**src/hdl/wmoe_pkg.sv**
```systemverilog
// Shared types and constants for the word matcher with one extra letter.
`default_nettype none
package wmoe_pkg;

  // Sizing
  localparam int MAX_TARGET = 32;
  localparam int LINE_CHARS = 256;
  localparam int CH_W       = 8;
  localparam int POS_W      = $clog2(LINE_CHARS);
  localparam int LEN_W      = 6;
  localparam int TIDX_W     = $clog2(MAX_TARGET);
  localparam int TGT_W      = MAX_TARGET * CH_W;

  // Config bus
  localparam int APB_DATA_W = 64;
  localparam int APB_ADDR_W = 6;
  localparam int REG_IDX_W  = 3;

  // Register indexes
  localparam logic [REG_IDX_W-1:0] REG_TGT_LOW    = 3'd0;
  localparam logic [REG_IDX_W-1:0] REG_TGT_SECOND = 3'd1;
  localparam logic [REG_IDX_W-1:0] REG_TGT_THIRD  = 3'd2;
  localparam logic [REG_IDX_W-1:0] REG_TGT_HIGH   = 3'd3;
  localparam logic [REG_IDX_W-1:0] REG_TGT_LENGTH = 3'd4;

  // Character codes
  localparam logic [CH_W-1:0] CH_SPACE = 8'h20;
  localparam logic [CH_W-1:0] CH_NL    = 8'h0A;
  localparam logic [CH_W-1:0] CH_TAB   = 8'h09;
  localparam logic [CH_W-1:0] CH_NUL   = 8'h00;
  localparam logic [CH_W-1:0] CH_LC_A  = 8'h61;
  localparam logic [CH_W-1:0] CH_LC_Z  = 8'h7A;
  localparam logic [CH_W-1:0] CH_UC_A  = 8'h41;
  localparam logic [CH_W-1:0] CH_UC_Z  = 8'h5A;

  // Target setup seen by the matcher
  typedef struct packed {
    logic [TGT_W-1:0] chars;
    logic [LEN_W-1:0] length;
  } wmoe_cfg_t;

  // One reported word
  typedef struct packed {
    logic [POS_W-1:0] word_start;
    logic [LEN_W-1:0] word_length;
    logic             extra_letter;
  } wmoe_result_t;

endpackage
`default_nettype wire

```
**src/hdl/wmoe_ifs.sv**
```systemverilog
// Valid/ready channel interfaces for characters in and matches out.
`default_nettype none
interface wmoe_char_if;
  logic                       valid;
  logic                       ready;
  logic [wmoe_pkg::CH_W-1:0]  ch;
  logic                       end_of_line;

  modport source (output valid, output ch, output end_of_line, input ready);
  modport sink   (input valid, input ch, input end_of_line, output ready);
endinterface

interface wmoe_match_if;
  logic                        valid;
  logic                        ready;
  logic [wmoe_pkg::POS_W-1:0]  word_start;
  logic [wmoe_pkg::LEN_W-1:0]  word_length;
  logic                        extra_letter;

  modport source (output valid, output word_start, output word_length,
                  output extra_letter, input ready);
  modport sink   (input valid, input word_start, input word_length,
                  input extra_letter, output ready);
endinterface
`default_nettype wire

```
**src/hdl/wmoe_cfg.sv**
```systemverilog
// APB register file holding the target word and its length.
`default_nettype none
module wmoe_cfg (
  input  wire logic                            clk,
  input  wire logic                            rst,
  input  wire logic                            psel,
  input  wire logic                            penable,
  input  wire logic                            pwrite,
  input  wire logic [wmoe_pkg::APB_ADDR_W-1:0] paddr,
  input  wire logic [wmoe_pkg::APB_DATA_W-1:0] pwdata,
  output logic      [wmoe_pkg::APB_DATA_W-1:0] prdata,
  output logic                                 pready,
  output wmoe_pkg::wmoe_cfg_t                  cfg
);
  import wmoe_pkg::*;

  logic [63:0]           tgt_low;
  logic [63:0]           tgt_second;
  logic [63:0]           tgt_third;
  logic [63:0]           tgt_high;
  logic [LEN_W-1:0]      tgt_length;
  logic [REG_IDX_W-1:0]  reg_idx;
  logic                  wr_en;

  assign pready  = 1'b1;
  assign reg_idx = paddr[APB_ADDR_W-1:3];
  assign wr_en   = psel && penable && pwrite;

  // Register writes
  always_ff @(posedge clk) begin
    if (rst) begin
      tgt_low    <= '0;
      tgt_second <= '0;
      tgt_third  <= '0;
      tgt_high   <= '0;
      tgt_length <= LEN_W'(1);
    end else if (wr_en) begin
      case (reg_idx)
        REG_TGT_LOW:    tgt_low    <= pwdata;
        REG_TGT_SECOND: tgt_second <= pwdata;
        REG_TGT_THIRD:  tgt_third  <= pwdata;
        REG_TGT_HIGH:   tgt_high   <= pwdata;
        REG_TGT_LENGTH: tgt_length <= pwdata[LEN_W-1:0];
        default: ;
      endcase
    end
  end

  // Read mux
  always_comb begin
    case (reg_idx)
      REG_TGT_LOW:    prdata = tgt_low;
      REG_TGT_SECOND: prdata = tgt_second;
      REG_TGT_THIRD:  prdata = tgt_third;
      REG_TGT_HIGH:   prdata = tgt_high;
      REG_TGT_LENGTH: prdata = {{(APB_DATA_W-LEN_W){1'b0}}, tgt_length};
      default:        prdata = '0;
    endcase
  end

  assign cfg.chars  = {tgt_high, tgt_third, tgt_second, tgt_low};
  assign cfg.length = tgt_length;

endmodule
`default_nettype wire

```
**src/hdl/wmoe_core.sv**
```systemverilog
// Input register and per-character match update for the two match paths.
`default_nettype none
module wmoe_core (
  input  wire logic                 clk,
  input  wire logic                 rst,
  input  wire wmoe_pkg::wmoe_cfg_t  cfg,
  wmoe_char_if.sink                 char_in,
  output logic                      res_valid,
  input  wire logic                 res_ready,
  output wmoe_pkg::wmoe_result_t    res
);
  import wmoe_pkg::*;

  // Input register
  logic             s1_valid;
  logic [CH_W-1:0]  s1_ch;
  logic             s1_eol;
  logic             s1_go;

  // Line and word state
  logic [POS_W-1:0] line_position, line_position_next;
  logic [POS_W-1:0] word_start, word_start_next;
  logic [LEN_W-1:0] word_count, word_count_next;
  logic             in_word, in_word_next;
  logic             exact_alive, exact_alive_next;
  logic             skip_alive, skip_alive_next;

  // Match datapath
  logic [LEN_W-1:0] len_eff;
  logic [LEN_W-1:0] k_m1;
  logic [CH_W-1:0]  tc_k, tc_km1;
  logic             is_delim, is_let;
  logic             new_exact, new_skip;
  logic [LEN_W-1:0] sat_count;
  logic [LEN_W-1:0] j_count;
  logic             j_in_word, j_exact, j_skip;
  logic             exact_hit, skip_hit, hit;

  assign char_in.ready = !s1_valid || s1_go;
  assign s1_go         = s1_valid && (!hit || res_ready);

  always_ff @(posedge clk) begin
    if (rst) begin
      s1_valid <= 1'b0;
    end else if (char_in.ready) begin
      s1_valid <= char_in.valid;
    end
  end

  always_ff @(posedge clk) begin
    if (char_in.ready && char_in.valid) begin
      s1_ch  <= char_in.ch;
      s1_eol <= char_in.end_of_line;
    end
  end

  // Target length, clamped to the buffer size
  assign len_eff = (cfg.length > LEN_W'(MAX_TARGET)) ? LEN_W'(MAX_TARGET) : cfg.length;
  assign k_m1    = word_count - LEN_W'(1);
  assign tc_k    = cfg.chars[{word_count[TIDX_W-1:0], 3'b000} +: CH_W];
  assign tc_km1  = cfg.chars[{k_m1[TIDX_W-1:0], 3'b000} +: CH_W];

  // Character class
  always_comb begin
    is_delim = (s1_ch == CH_SPACE) || (s1_ch == CH_NL) ||
               (s1_ch == CH_TAB) || (s1_ch == CH_NUL);
    is_let   = s1_ch inside {[CH_LC_A:CH_LC_Z], [CH_UC_A:CH_UC_Z]};
  end

  // Path updates for a word character
  always_comb begin
    new_exact = exact_alive && (word_count < len_eff) && is_let && (s1_ch == tc_k);
    new_skip  = (skip_alive && (word_count != '0) && (k_m1 < len_eff) && is_let &&
                 (s1_ch == tc_km1)) ||
                (exact_alive && (word_count <= len_eff));
    if ({1'b0, word_count} < ({1'b0, len_eff} + (LEN_W+1)'(2))) begin
      sat_count = word_count + LEN_W'(1);
    end else begin
      sat_count = word_count;
    end
  end

  // Word judgement: on the stored state at a delimiter, on the updated one otherwise
  always_comb begin
    if (is_delim) begin
      j_in_word = in_word;
      j_count   = word_count;
      j_exact   = exact_alive;
      j_skip    = skip_alive;
    end else begin
      j_in_word = 1'b1;
      j_count   = sat_count;
      j_exact   = new_exact;
      j_skip    = new_skip;
    end
    exact_hit = (j_count == len_eff) && j_exact;
    skip_hit  = (j_count == (len_eff + LEN_W'(1))) && j_skip;
    hit       = s1_valid && j_in_word && (is_delim || s1_eol) && (exact_hit || skip_hit);
  end

  assign res_valid        = hit;
  assign res.word_start   = word_start_next;
  assign res.word_length  = j_count;
  assign res.extra_letter = !exact_hit;

  // Next state
  always_comb begin
    word_start_next = word_start;
    if (is_delim) begin
      in_word_next     = 1'b0;
      word_count_next  = '0;
      exact_alive_next = 1'b1;
      skip_alive_next  = 1'b0;
    end else begin
      in_word_next     = 1'b1;
      word_count_next  = sat_count;
      exact_alive_next = new_exact;
      skip_alive_next  = new_skip;
      if (!in_word) begin
        word_start_next = line_position;
      end
    end
    if (s1_eol) begin
      in_word_next       = 1'b0;
      word_count_next    = '0;
      exact_alive_next   = 1'b1;
      skip_alive_next    = 1'b0;
      line_position_next = '0;
    end else if ({1'b0, line_position} + (POS_W+1)'(1) >= (POS_W+1)'(LINE_CHARS)) begin
      line_position_next = '0;
    end else begin
      line_position_next = line_position + POS_W'(1);
    end
  end

  always_ff @(posedge clk) begin
    if (rst) begin
      line_position <= '0;
      word_start    <= '0;
      word_count    <= '0;
      in_word       <= 1'b0;
      exact_alive   <= 1'b1;
      skip_alive    <= 1'b0;
    end else if (s1_go) begin
      line_position <= line_position_next;
      word_start    <= word_start_next;
      word_count    <= word_count_next;
      in_word       <= in_word_next;
      exact_alive   <= exact_alive_next;
      skip_alive    <= skip_alive_next;
    end
  end

endmodule
`default_nettype wire

```
**src/hdl/wmoe_outq.sv**
```systemverilog
// Two-entry result queue driving the match output channel.
`default_nettype none
module wmoe_outq (
  input  wire logic                   clk,
  input  wire logic                   rst,
  input  wire logic                   enq_valid,
  output logic                        enq_ready,
  input  wire wmoe_pkg::wmoe_result_t enq_data,
  wmoe_match_if.source                match_out
);
  import wmoe_pkg::*;

  wmoe_result_t mem [2];
  logic         wr_ptr;
  logic         rd_ptr;
  logic [1:0]   count;
  logic         push;
  logic         pop;
  wmoe_result_t head;

  assign enq_ready = (count != 2'd2);
  assign push      = enq_valid && enq_ready;
  assign pop       = match_out.valid && match_out.ready;

  // Pointers and fill count
  always_ff @(posedge clk) begin
    if (rst) begin
      wr_ptr <= 1'b0;
      rd_ptr <= 1'b0;
      count  <= '0;
    end else begin
      if (push) wr_ptr <= !wr_ptr;
      if (pop)  rd_ptr <= !rd_ptr;
      count <= count + {1'b0, push} - {1'b0, pop};
    end
  end

  // Entry storage
  always_ff @(posedge clk) begin
    if (push) begin
      mem[wr_ptr] <= enq_data;
    end
  end

  assign head                   = mem[rd_ptr];
  assign match_out.valid        = (count != 2'd0);
  assign match_out.word_start   = head.word_start;
  assign match_out.word_length  = head.word_length;
  assign match_out.extra_letter = head.extra_letter;

endmodule
`default_nettype wire

```
**src/hdl/word_match_one_extra_letter.sv**
```systemverilog
// Top level of the word matcher that accepts the target or the target plus one letter.
//
// Usage:
//   char_in takes one byte of a text line per beat (ch, end_of_line). Space,
//   tab, newline and zero bytes split words; end_of_line closes the line and
//   resets the position count. match_out gives one beat per matched word:
//   start position in the line, length, and whether one extra letter was
//   dropped to get the match.
//   The target word and its length are written over the APB port while no
//   characters are in flight; register i sits at byte address 8*i.
// Throughput and path:
//   One character per cycle sustained while match_out keeps up. A character is
//   held in the input register, where the match paths are updated, and its
//   result is registered in the result queue before it shows on match_out.
// Reset:
//   Synchronous rst clears the line position, the word state and the result
//   queue, and sets the target to length 1 with all-zero characters.
// Stall:
//   A two-entry result queue holds matches while match_out is stalled; input
//   keeps flowing until the queue is full and a new match is waiting.
`default_nettype none
module word_match_one_extra_letter (
  input  wire logic                            clk,
  input  wire logic                            rst,
  input  wire logic                            psel,
  input  wire logic                            penable,
  input  wire logic                            pwrite,
  input  wire logic [wmoe_pkg::APB_ADDR_W-1:0] paddr,
  input  wire logic [wmoe_pkg::APB_DATA_W-1:0] pwdata,
  output logic      [wmoe_pkg::APB_DATA_W-1:0] prdata,
  output logic                                 pready,
  wmoe_char_if.sink                            char_in,
  wmoe_match_if.source                         match_out
);
  import wmoe_pkg::*;

  wmoe_cfg_t    cfg;
  logic         res_valid;
  logic         res_ready;
  wmoe_result_t res;

  wmoe_cfg u_cfg (
    .clk     (clk),
    .rst     (rst),
    .psel    (psel),
    .penable (penable),
    .pwrite  (pwrite),
    .paddr   (paddr),
    .pwdata  (pwdata),
    .prdata  (prdata),
    .pready  (pready),
    .cfg     (cfg)
  );

  wmoe_core u_core (
    .clk       (clk),
    .rst       (rst),
    .cfg       (cfg),
    .char_in   (char_in),
    .res_valid (res_valid),
    .res_ready (res_ready),
    .res       (res)
  );

  wmoe_outq u_outq (
    .clk       (clk),
    .rst       (rst),
    .enq_valid (res_valid),
    .enq_ready (res_ready),
    .enq_data  (res),
    .match_out (match_out)
  );

endmodule
`default_nettype wire

```
**src/flat_wrapper.sv**
```systemverilog
// flat-port wrapper written by rule: the top's interface ports become plain ports
module word_match_one_extra_letter_flat import wmoe_pkg::*;
  (clk, rst, psel, penable, pwrite, paddr, pwdata, prdata, pready, char_in_valid, char_in_ch, char_in_end_of_line, char_in_ready, match_out_valid, match_out_word_start, match_out_word_length, match_out_extra_letter, match_out_ready);
  wmoe_char_if char_in_i ();
  wmoe_match_if match_out_i ();
  input  wire logic clk;
  input  wire logic rst;
  input  wire logic psel;
  input  wire logic penable;
  input  wire logic pwrite;
  input  wire logic [wmoe_pkg::APB_ADDR_W-1:0] paddr;
  input  wire logic [wmoe_pkg::APB_DATA_W-1:0] pwdata;
  output logic      [wmoe_pkg::APB_DATA_W-1:0] prdata;
  output logic pready;
  input wire logic [$bits(char_in_i.valid)-1:0] char_in_valid;
  input wire logic [$bits(char_in_i.ch)-1:0] char_in_ch;
  input wire logic [$bits(char_in_i.end_of_line)-1:0] char_in_end_of_line;
  output wire logic [$bits(char_in_i.ready)-1:0] char_in_ready;
  output wire logic [$bits(match_out_i.valid)-1:0] match_out_valid;
  output wire logic [$bits(match_out_i.word_start)-1:0] match_out_word_start;
  output wire logic [$bits(match_out_i.word_length)-1:0] match_out_word_length;
  output wire logic [$bits(match_out_i.extra_letter)-1:0] match_out_extra_letter;
  input wire logic [$bits(match_out_i.ready)-1:0] match_out_ready;
  assign char_in_i.valid = char_in_valid;
  assign char_in_i.ch = char_in_ch;
  assign char_in_i.end_of_line = char_in_end_of_line;
  assign char_in_ready = char_in_i.ready;
  assign match_out_valid = match_out_i.valid;
  assign match_out_word_start = match_out_i.word_start;
  assign match_out_word_length = match_out_i.word_length;
  assign match_out_extra_letter = match_out_i.extra_letter;
  assign match_out_i.ready = match_out_ready;
  word_match_one_extra_letter u_core (.clk(clk), .rst(rst), .psel(psel), .penable(penable), .pwrite(pwrite), .paddr(paddr), .pwdata(pwdata), .prdata(prdata), .pready(pready), .char_in(char_in_i), .match_out(match_out_i));
endmodule
```
**config.mk**
```make
export PLATFORM = sky130hd
export DESIGN_NAME = word_match_one_extra_letter_flat
export DESIGN_NICKNAME = d
export VERILOG_FILES = /design/src/hdl/wmoe_pkg.sv /design/src/hdl/wmoe_ifs.sv /design/src/hdl/wmoe_cfg.sv /design/src/hdl/wmoe_core.sv /design/src/hdl/wmoe_outq.sv /design/src/hdl/word_match_one_extra_letter.sv /design/src/flat_wrapper.sv
export SDC_FILE = /design/constraint.sdc
export NUM_CORES = 1
export LEC_CHECK = 0
export ABC_AREA = 1
export BUFFER_PORTS_ARGS = -buffer_cell sky130_fd_sc_hd__buf_2
export CORE_MARGIN = 5
export CORE_UTILIZATION = 35
export DETAILED_ROUTE_END_ITERATION = 12
export PLACE_DENSITY = 0.62
export SLEW_MARGIN = 20
export SYNTH_ARGS = -nofsm -noshare
export SYNTH_HDL_FRONTEND = slang
export SYNTH_SLANG_ARGS = --single-unit
```
**constraint.sdc**
```tcl
create_clock -name clk -period 5.47 [get_ports clk]
set_input_delay 0.2735 -clock clk [delete_from_list [all_inputs] [get_ports clk]]
set_output_delay 0.2735 -clock clk [all_outputs]
set_load 0.05 [all_outputs]
```
Word level (Yosys, flattened, before mapping)
Memories as Yosys holds them, arrays and structs flattened. A register that Yosys moved wholly into a read port is not among the register bits.
Index checks and enable logic that the tools add are counted.
{ "op_classes": {"n_shift": 2, "eq_ne": 12, "n_reduce_logical": 44, "addsub": 8, "mux": 23, "div": 0, "magnitude_cmp": 10, "multipliers": 0, "bitwise_logic": 0} }
{ "ops": {"columns": ["operator", "count"], "rows": [
  ["variable part select 256 x 9 -> 8 bit", 2],
  ["case mux 64 bit (5 select lines)", 1],
  ["2-to-1 mux 8 bit", 4],
  ["2-to-1 mux 6 bit", 5],
  ["logical AND 1 bit", 21],
  ["equality test 8 x 4 -> 1 bit, second input constant", 2],
  ["equality test 8 bit", 2],
  ["greater-or-equal comparator 8 x 7 -> 1 bit, second input constant", 2],
  ["less-or-equal comparator 8 x 7 -> 1 bit, second input constant", 2],
  ["2-to-1 mux 1 bit", 13],
  ["adder 6 x 1 -> 6 bit, second input constant", 2],
  ["equality test 6 bit", 2],
  ["less-than comparator 6 bit", 2],
  ["AND reduction 2 bit", 5],
  ["adder 8 x 1 -> 9 bit, second input constant", 1],
  ["greater-or-equal comparator 9 bit, second input constant", 1],
  ["adder 8 x 1 -> 8 bit, second input constant", 1],
  ["equality test 8 x 6 -> 1 bit, second input constant", 1],
  ["logical NOT 8 bit", 1],
  ["logical OR 1 bit", 8],
  ["adder 6 x 2 -> 7 bit, second input constant", 1],
  ["less-than comparator 6 x 7 -> 1 bit", 1],
  ["equality test 3 x 2 -> 1 bit, second input constant", 2],
  ["greater-than comparator 6 bit, second input constant", 1],
  ["other kinds (11)", 16]
]} }
{ "totals": {"input_bits": 86, "rom_bits": 0, "ramBits": 30, "memories": 1, "ff_bits": 301, "latchBits": 0, "output_inout_bits": 82, "word_cells": 117} }
{ "mem_list": {"columns": ["memory", "words", "word_bits", "read_ports", "rd_ports_with_merged_regs", "write_ports", "line", "source"], "rows": [
  ["u_core.u_outq.mem", 2, 15, 1, 1, 1, "wmoe_outq.sv:13", "wmoe_result_t mem [2];"]
]} }

Depth between registers and ports, before layout
{ "depth": {"word_depth": 16, "ltp_mapped": 29, "ltp_nobuf": 27} }

Cells and area by module
A second synthesis with hierarchy kept.
{ "hier_totals": {"hier_cells": 3741, "area_unflattened_um2": 21996.1} }
{ "modules_own_cells": {"columns": ["module", "n_inst", "area_each_um2", "cells_each", "seq_area_each_um2"], "rows": [
  ["wmoe_cfg", 1, 12584.6, 2056, 5245.0],
  ["wmoe_core", 1, 8022.7, 1602, 790.8],
  ["wmoe_outq", 1, 1388.8, 83, 1001.0]
]} }

Worst setup path before layout
Ideal clock, no wire load.
{ "synth_path": {"path_type": "register to register", "startpoint": "register u_core.u_core.word_count[0]", "endpoint": "memory u_core.u_outq.mem[0][0] (netlist name) (enable)", "path_buffers": 6, "setup_ps": 386, "arrival_time_ps": 3671, "setup_slack_ps": 1413, "stages_incl_launch_ff": 24, "cell_sequence": "dfxtp_1 -> buf_6 -> inv_4 -> buf_4 -> buf_2 -> ha_1 -> buf_2 -> inv_2 -> buf_4 -> buf_2 -> ha_1 -> inv_1 -> nor2_1 -> o21ai_0 -> nand4_1 -> a21oi_1 -> nand3_1 -> nor2_1 -> nand4_1 -> nand3_1 -> nand3_1 -> nand2_2 -> nand3_1 -> nor2_1"} }
{ "synth_via": {"elab_chain_cells": 13, "word_cells_on_any_way": 33, "classes_between": "add/sub: 2; order compare: 4; eq/ne: 4; shift: 2; mux: 6; reduce/logical: 15"} }
{ "synth_rtl": {"columns": ["element", "line", "source"], "rows": [
  ["start: declaration", "wmoe_core.sv:23", "logic [LEN_W-1:0] word_count, word_count_next;"],
  ["start signal: assignment", "wmoe_core.sv:147", "word_count <= word_count_next;"],
  ["branches (longest 8 deep; another with subtractor 6 x 1 -> 6 bit)", null, null],
  ["logical OR 1 bit (*)", "wmoe_core.sv:98", "hit = s1_valid && j_in_word && (is_delim || s1_eol) && (exact_hit || skip_hit);"],
  ["logical AND 1 bit (*)", "wmoe_core.sv:98", null],
  ["logical AND 1 bit (*)", "wmoe_outq.sv:22", "assign push = enq_valid && enq_ready;"],
  ["2-to-1 mux 1 bit (*)", "wmoe_outq.sv:40", "if (push) begin"],
  ["2-to-1 mux 1 bit (implied by the code) (*)", "wmoe_outq.sv:41", "mem[wr_ptr] <= enq_data;"],
  ["end: declaration", "wmoe_outq.sv:13", null]
]} }
Every way passes the cells marked *.

Final worst setup path
{ "layout_path": {"startpoint": "register u_core.u_core.word_count[1]", "endpoint": "output char_in_ready"} }
{ "layout_via": {"elab_chain_cells": 14, "word_cells_on_any_way": 34, "classes_between": "add/sub: 2; order compare: 4; eq/ne: 4; shift: 2; mux: 4; reduce/logical: 18"} }
{ "layout_rtl": {"columns": ["element", "line", "source"], "rows": [
  ["branches (longest 8 deep; another with subtractor 6 x 1 -> 6 bit)", null, null],
  ["logical OR 1 bit (*)", "wmoe_core.sv:98", null],
  ["logical AND 1 bit (*)", "wmoe_core.sv:98", null],
  ["logical NOT 1 bit (*)", "wmoe_core.sv:40", "assign s1_go = s1_valid && (!hit || res_ready);"],
  ["logical OR 1 bit (*)", "wmoe_core.sv:40", null],
  ["logical AND 1 bit (*)", "wmoe_core.sv:40", null],
  ["logical OR 1 bit (*)", "wmoe_core.sv:39", "assign char_in.ready = !s1_valid || s1_go;"],
  ["end: declaration", "flat_wrapper.sv:18", "output wire logic [$bits(char_in_i.ready)-1:0] char_in_ready;"]
]} }
Marks and branches as above.

==> results summary <==
The run finished with clean final reports. Setup repair after global routing left no endpoint under its margin. The endpoint identified for the worst register-to-register timing path is u_core.u_outq.count[1]. The critical path goes through inv_2 > ha_2 > inv_2 > buf_4 > nand3_1 > nand3_1 > nand3_1 > nand3_1 > nand2_1 > nand2_1 > nand2_1 > nor2_1 > nand4_1 > nand3_1 > nand3_1 > nand2_2 > nand3_4 > buf_2. The synthesized area per cell came out at ~6.6 µm². The final weighted congestion in routability-driven placement came out at between 0.9 and 1. The synthesized design devotes to its leading area cell type a little under a third of total area. The leakage dissipation is between 0.008 and 0.009 µW.

The average detailed-routed wire length per instance came out at 21.30 µm. Static timing analysis puts the maximum clock frequency at about 200 MHz. The full die area is slightly above 0.06 mm². The number of synthesized flops with an enable pin is 39. By area the synthesized netlist is led by dfxtp_1 30%, nand2_1 11%, o21ai_0 10%. Among all flip-flop cells after synthesis, the most frequent one is dfxtp_1. The cell count after placement came out at approximately 3.7k. During synthesis, Yosys emitted a total of 0 warnings. The via density per instance came out at 5.586.

After detailed routing, the number of remaining DRC violations is 0. The number of library cell types mapped by synthesis is 49. The signed area change from the synthesized netlist to the final layout is 14.10%. The total overflow left after global routing is 0.

At the worst endpoint, the required time is about 5.2 ns. The initialized floorplan defines 86 standard-cell rows. The transition time at the pin with the least slew margin is about 1.0 ns. After layout, the minimum clock period comes to roughly 4.9 ns.

IR analysis of the VDD net gives a maximum drop of roughly 190 µV. For this run, the number of standard cells in the final layout without fillers is approximately 3.8k. The share of total power dissipated in combinational logic is approximately an eighth. Sorting the synthesized cells by how often they occur yields 549 x nand2_1, 391 x o21ai_0, 372 x nor2_1. Max-cap violations in this run came to 0.

The number of routed nets with antenna violations is 0. The number of setup violations in the final report is 0. The number of nets produced by synthesis is between 3k and 4k.

By instance count, the cell type seen most on the critical path is nand3_1. The final-report hold violation count is 0. The most critical setup path has its endpoint at char_in_ready. The total detailed-routing wirelength came out at between 80000 and 90000 µm. The maximum buffer depth of the clock tree is 3. The net count of the finished layout is roughly 3.1k. The highest fanout seen on the critical path is 27.

The root buffer cell chosen for the clock tree is clkbuf_16. The worst clock skew came out at roughly 0.019 ns. The instance count of the mapped netlist came out at approximately 3.0k.

The clock network power share is between 40% and 50%. The class of the worst hold path is input pin to flip-flop. In this run the critical register-to-register path is launched from u_core.u_core.word_count[1]. The setup slack of the worst register-to-register path came out at between 0.8 and 0.9 ns. The area of all sequential standard cells came out at around 0.0070 mm². Of the available clock period, the critical path in the final layout requires 90.22%. Clock tree synthesis found a total of 332 sinks. Counting flops and latches in the post-synthesis netlist gives around 330. The worst setup path is of the flip-flop to output port kind. For the worst flop-to-flop path, the logic depth is 23. The post-synthesis instance area came out at approximately 0.019 mm². The final HPWL from detailed placement came out at between 50000 and 60000 µm. The nature of the critical path endpoint is an output port. The initial cell density of the core came out at 35.33%. Buffers placed on the I/O ports in this run total between 150 and 200.

The width of the chip is 246.0 µm. The switching fraction of total power came out at approximately 28%. The first global-routing pass estimated roughly 120000 µm of wire. The filler cells instantiated in the layout total approximately 5.9k.

Entering global routing, the biggest net connects between 150 and 200 pins. Counting the buffers created by CTS gives 39. The fraction of registers with async set or reset after synthesis is 0%. The initial antenna violation count is 4. The source-to-sink clock delay at the later pin of the worst-skew pair came out at 0.57 ns.

The H-tree was split into 2 levels. The fraction of layout cells with a size suffix above 1 came out at a little over a tenth. The total number of vias is about 21k. In this design, the stage delay of the slowest critical-path cell is 0.49 ns. The cell with the largest stage delay on the worst path is ha_2.

The net switching power figure came out at about 1700 µW. The design internal power came out at ~4300 µW. The total negative slack for setup checks is 0 ns. TritonCTS built the clock tree. The final-report max-slew violation count came out at 0. The power per cell area is about 270 mW/mm².

The sequential power share came out at 43.1%. The proportion of synthesized chip area in sequential cells came out at 36.09%. The total global routing track utilization came out at roughly a quarter.

The vertical die dimension came out at between 200 and 250 µm. The floorplan step defined a core boundary enclosing about 0.055 mm². The worst setup path is launched from a flip-flop. For this design the top-level I/O count stands at 168. The biggest area contributor in the post-synthesis netlist is dfxtp_1.

The most common cell in the synthesized netlist is nand2_1. The violation count after the first detailed-route iteration came out at just under 3k. The number of resized instances in the post-cts repair step is 0.

The area of combinational cells with multiple inputs is roughly 0.011 mm². The number of stages on the worst hold path is 3. The via count of the first global-routing pass came out at ~19k. For this run, the detailed router's first-pass iteration total came to 6. Tracing the worst setup path back leads to its startpoint at u_core.u_core.word_count[1]. The data arrival at the endpoint of the critical path came out at about 4.7 ns. The tightest slew margin relative to the limit came out at about 31%. Clock-pin slew was measured on the worst setup and hold paths at ~0.060 ns.
sequential cells by signal (all words and copies together), names as in the netlist, 2 cells and up, named ones only:
register and flops:
u_core.u_cfg.tgt_high 64, u_core.u_cfg.tgt_low 64, u_core.u_cfg.tgt_second 64, u_core.u_cfg.tgt_third 64, u_core.u_outq.mem 30, u_core.u_core.line_position 8, u_core.u_core.s1_ch 8, u_core.u_core.word_start 8
u_core.u_cfg.tgt_length 6, u_core.u_core.word_count 6, u_core.u_outq.count 2
per-layer routing:
layer / share of wire [%] / vias to the layer above / global-route usage (%)
met3: 9.7 / 180 / 4.415
met2: 42 / 1098 / 37.94
met5: 0.016 / - / 0
li1: - / 10088 / -
met4: 4.4 / 2 / 10.08
met1: 44 / 9788 / 37.24
worst min-delay path by stage:
stage | endpoint | slack, ns | from
after CTS | u_core.u_cfg.tgt_third[49] | 0.005 | pwdata[49]
after global routing | u_core.u_cfg.tgt_high[34] | 0.02 | pwdata[34]
final | u_core.u_cfg.tgt_second[3] | 0.02 | pwdata[3]
after floorplan | u_core.u_core.s1_ch[0] | 0.37 | char_in_ch[0]
after global placement | u_core.u_outq.rd_ptr | 0.45 | u_core.u_outq.rd_ptr
after detailed placement | flip-flop | 0.44 | u_core.u_outq.rd_ptr
worst max-delay path: cells and delay by family (launching register included):
family | cells | cell delay, ns
simple gates | 13 | 1.73
buf+inv | 4 | 1.48
fa+ha+maj | 1 | 0.49
flops | 1 | 0.36
cell families (layout without fill, tap and decap cells):
logic type	count (synthesis)	after routing	synth area share, %
AND/OR/NAND/NOR	1308	1308	28.24
AO/OA/AOI/OAI	835	835	23.11
buffers and inverters	426	501	9.143
flip-flops	332	332	36.09
adder cells (fa/ha/maj)	25	25	1.604
XOR/XNOR	20	20	0.9368
multiplexers	15	15	0.8662
other	1	3	0.01923
power groups by stage:
stage / Clock, µW / Combinational [µW] / Sequential [µW]
finish: 2620 / 778 / 2570
global route: 2750 / 841 / 2570
CTS: 2640 / 764 / 2570
detailed placement: 0 / 738 / 2620
global placement: 0 / 736 / 2620
floorplan: 0 / 518 / 2590
timing repair:
item,CTS,global route
hold endpoints to repair,73,0
setup buffers,0,0
hold buffers,38,0
through the flow:
stage | worst slack, ns | utilization, % | cell area (µm²) | hold slack (ns) | total power (µW)
2_1_floorplan | 1.413 | - | 19500 | 0.3724 | 3103
3_3_place_gp | 1.057 | 37.36 | 20620 | 0.4453 | 3354
3_5_place_dp | 1.006 | 37.36 | 20620 | 0.4430 | 3357
4_1_cts | 0.5991 | 40.30 | 22240 | 0.005029 | 5968
5_1_grt | 0.3078 | 40.30 | 22250 | 0.02434 | 6164
6_report | 0.5349 | 40.31 | 22250 | 0.02373 | 5961
cell type report:
class / instances / area share [%]
clock buffer: 55 / 5.168
antenna: 2 / 0.02249
tap: 748 / 4.207
clock inverter: 8 / 0.4162
timing repair buffer: 237 / 6.928
inverter: 201 / 3.447
multi-input combinational: 2204 / 48.15
sequential: 332 / 31.66
placed cells by master, fill, tap and decap left out, drive strengths merged, types with 39 or more instances in the layout:
master / instances
nor2: 374
nand3: 326
o21ai: 421
a21oi: 295
dfxtp: 293
edfxtp: 39
buf: 199
inv: 194
clkbuf: 55
nand2: 564
(Power assumes the default switching activity.)
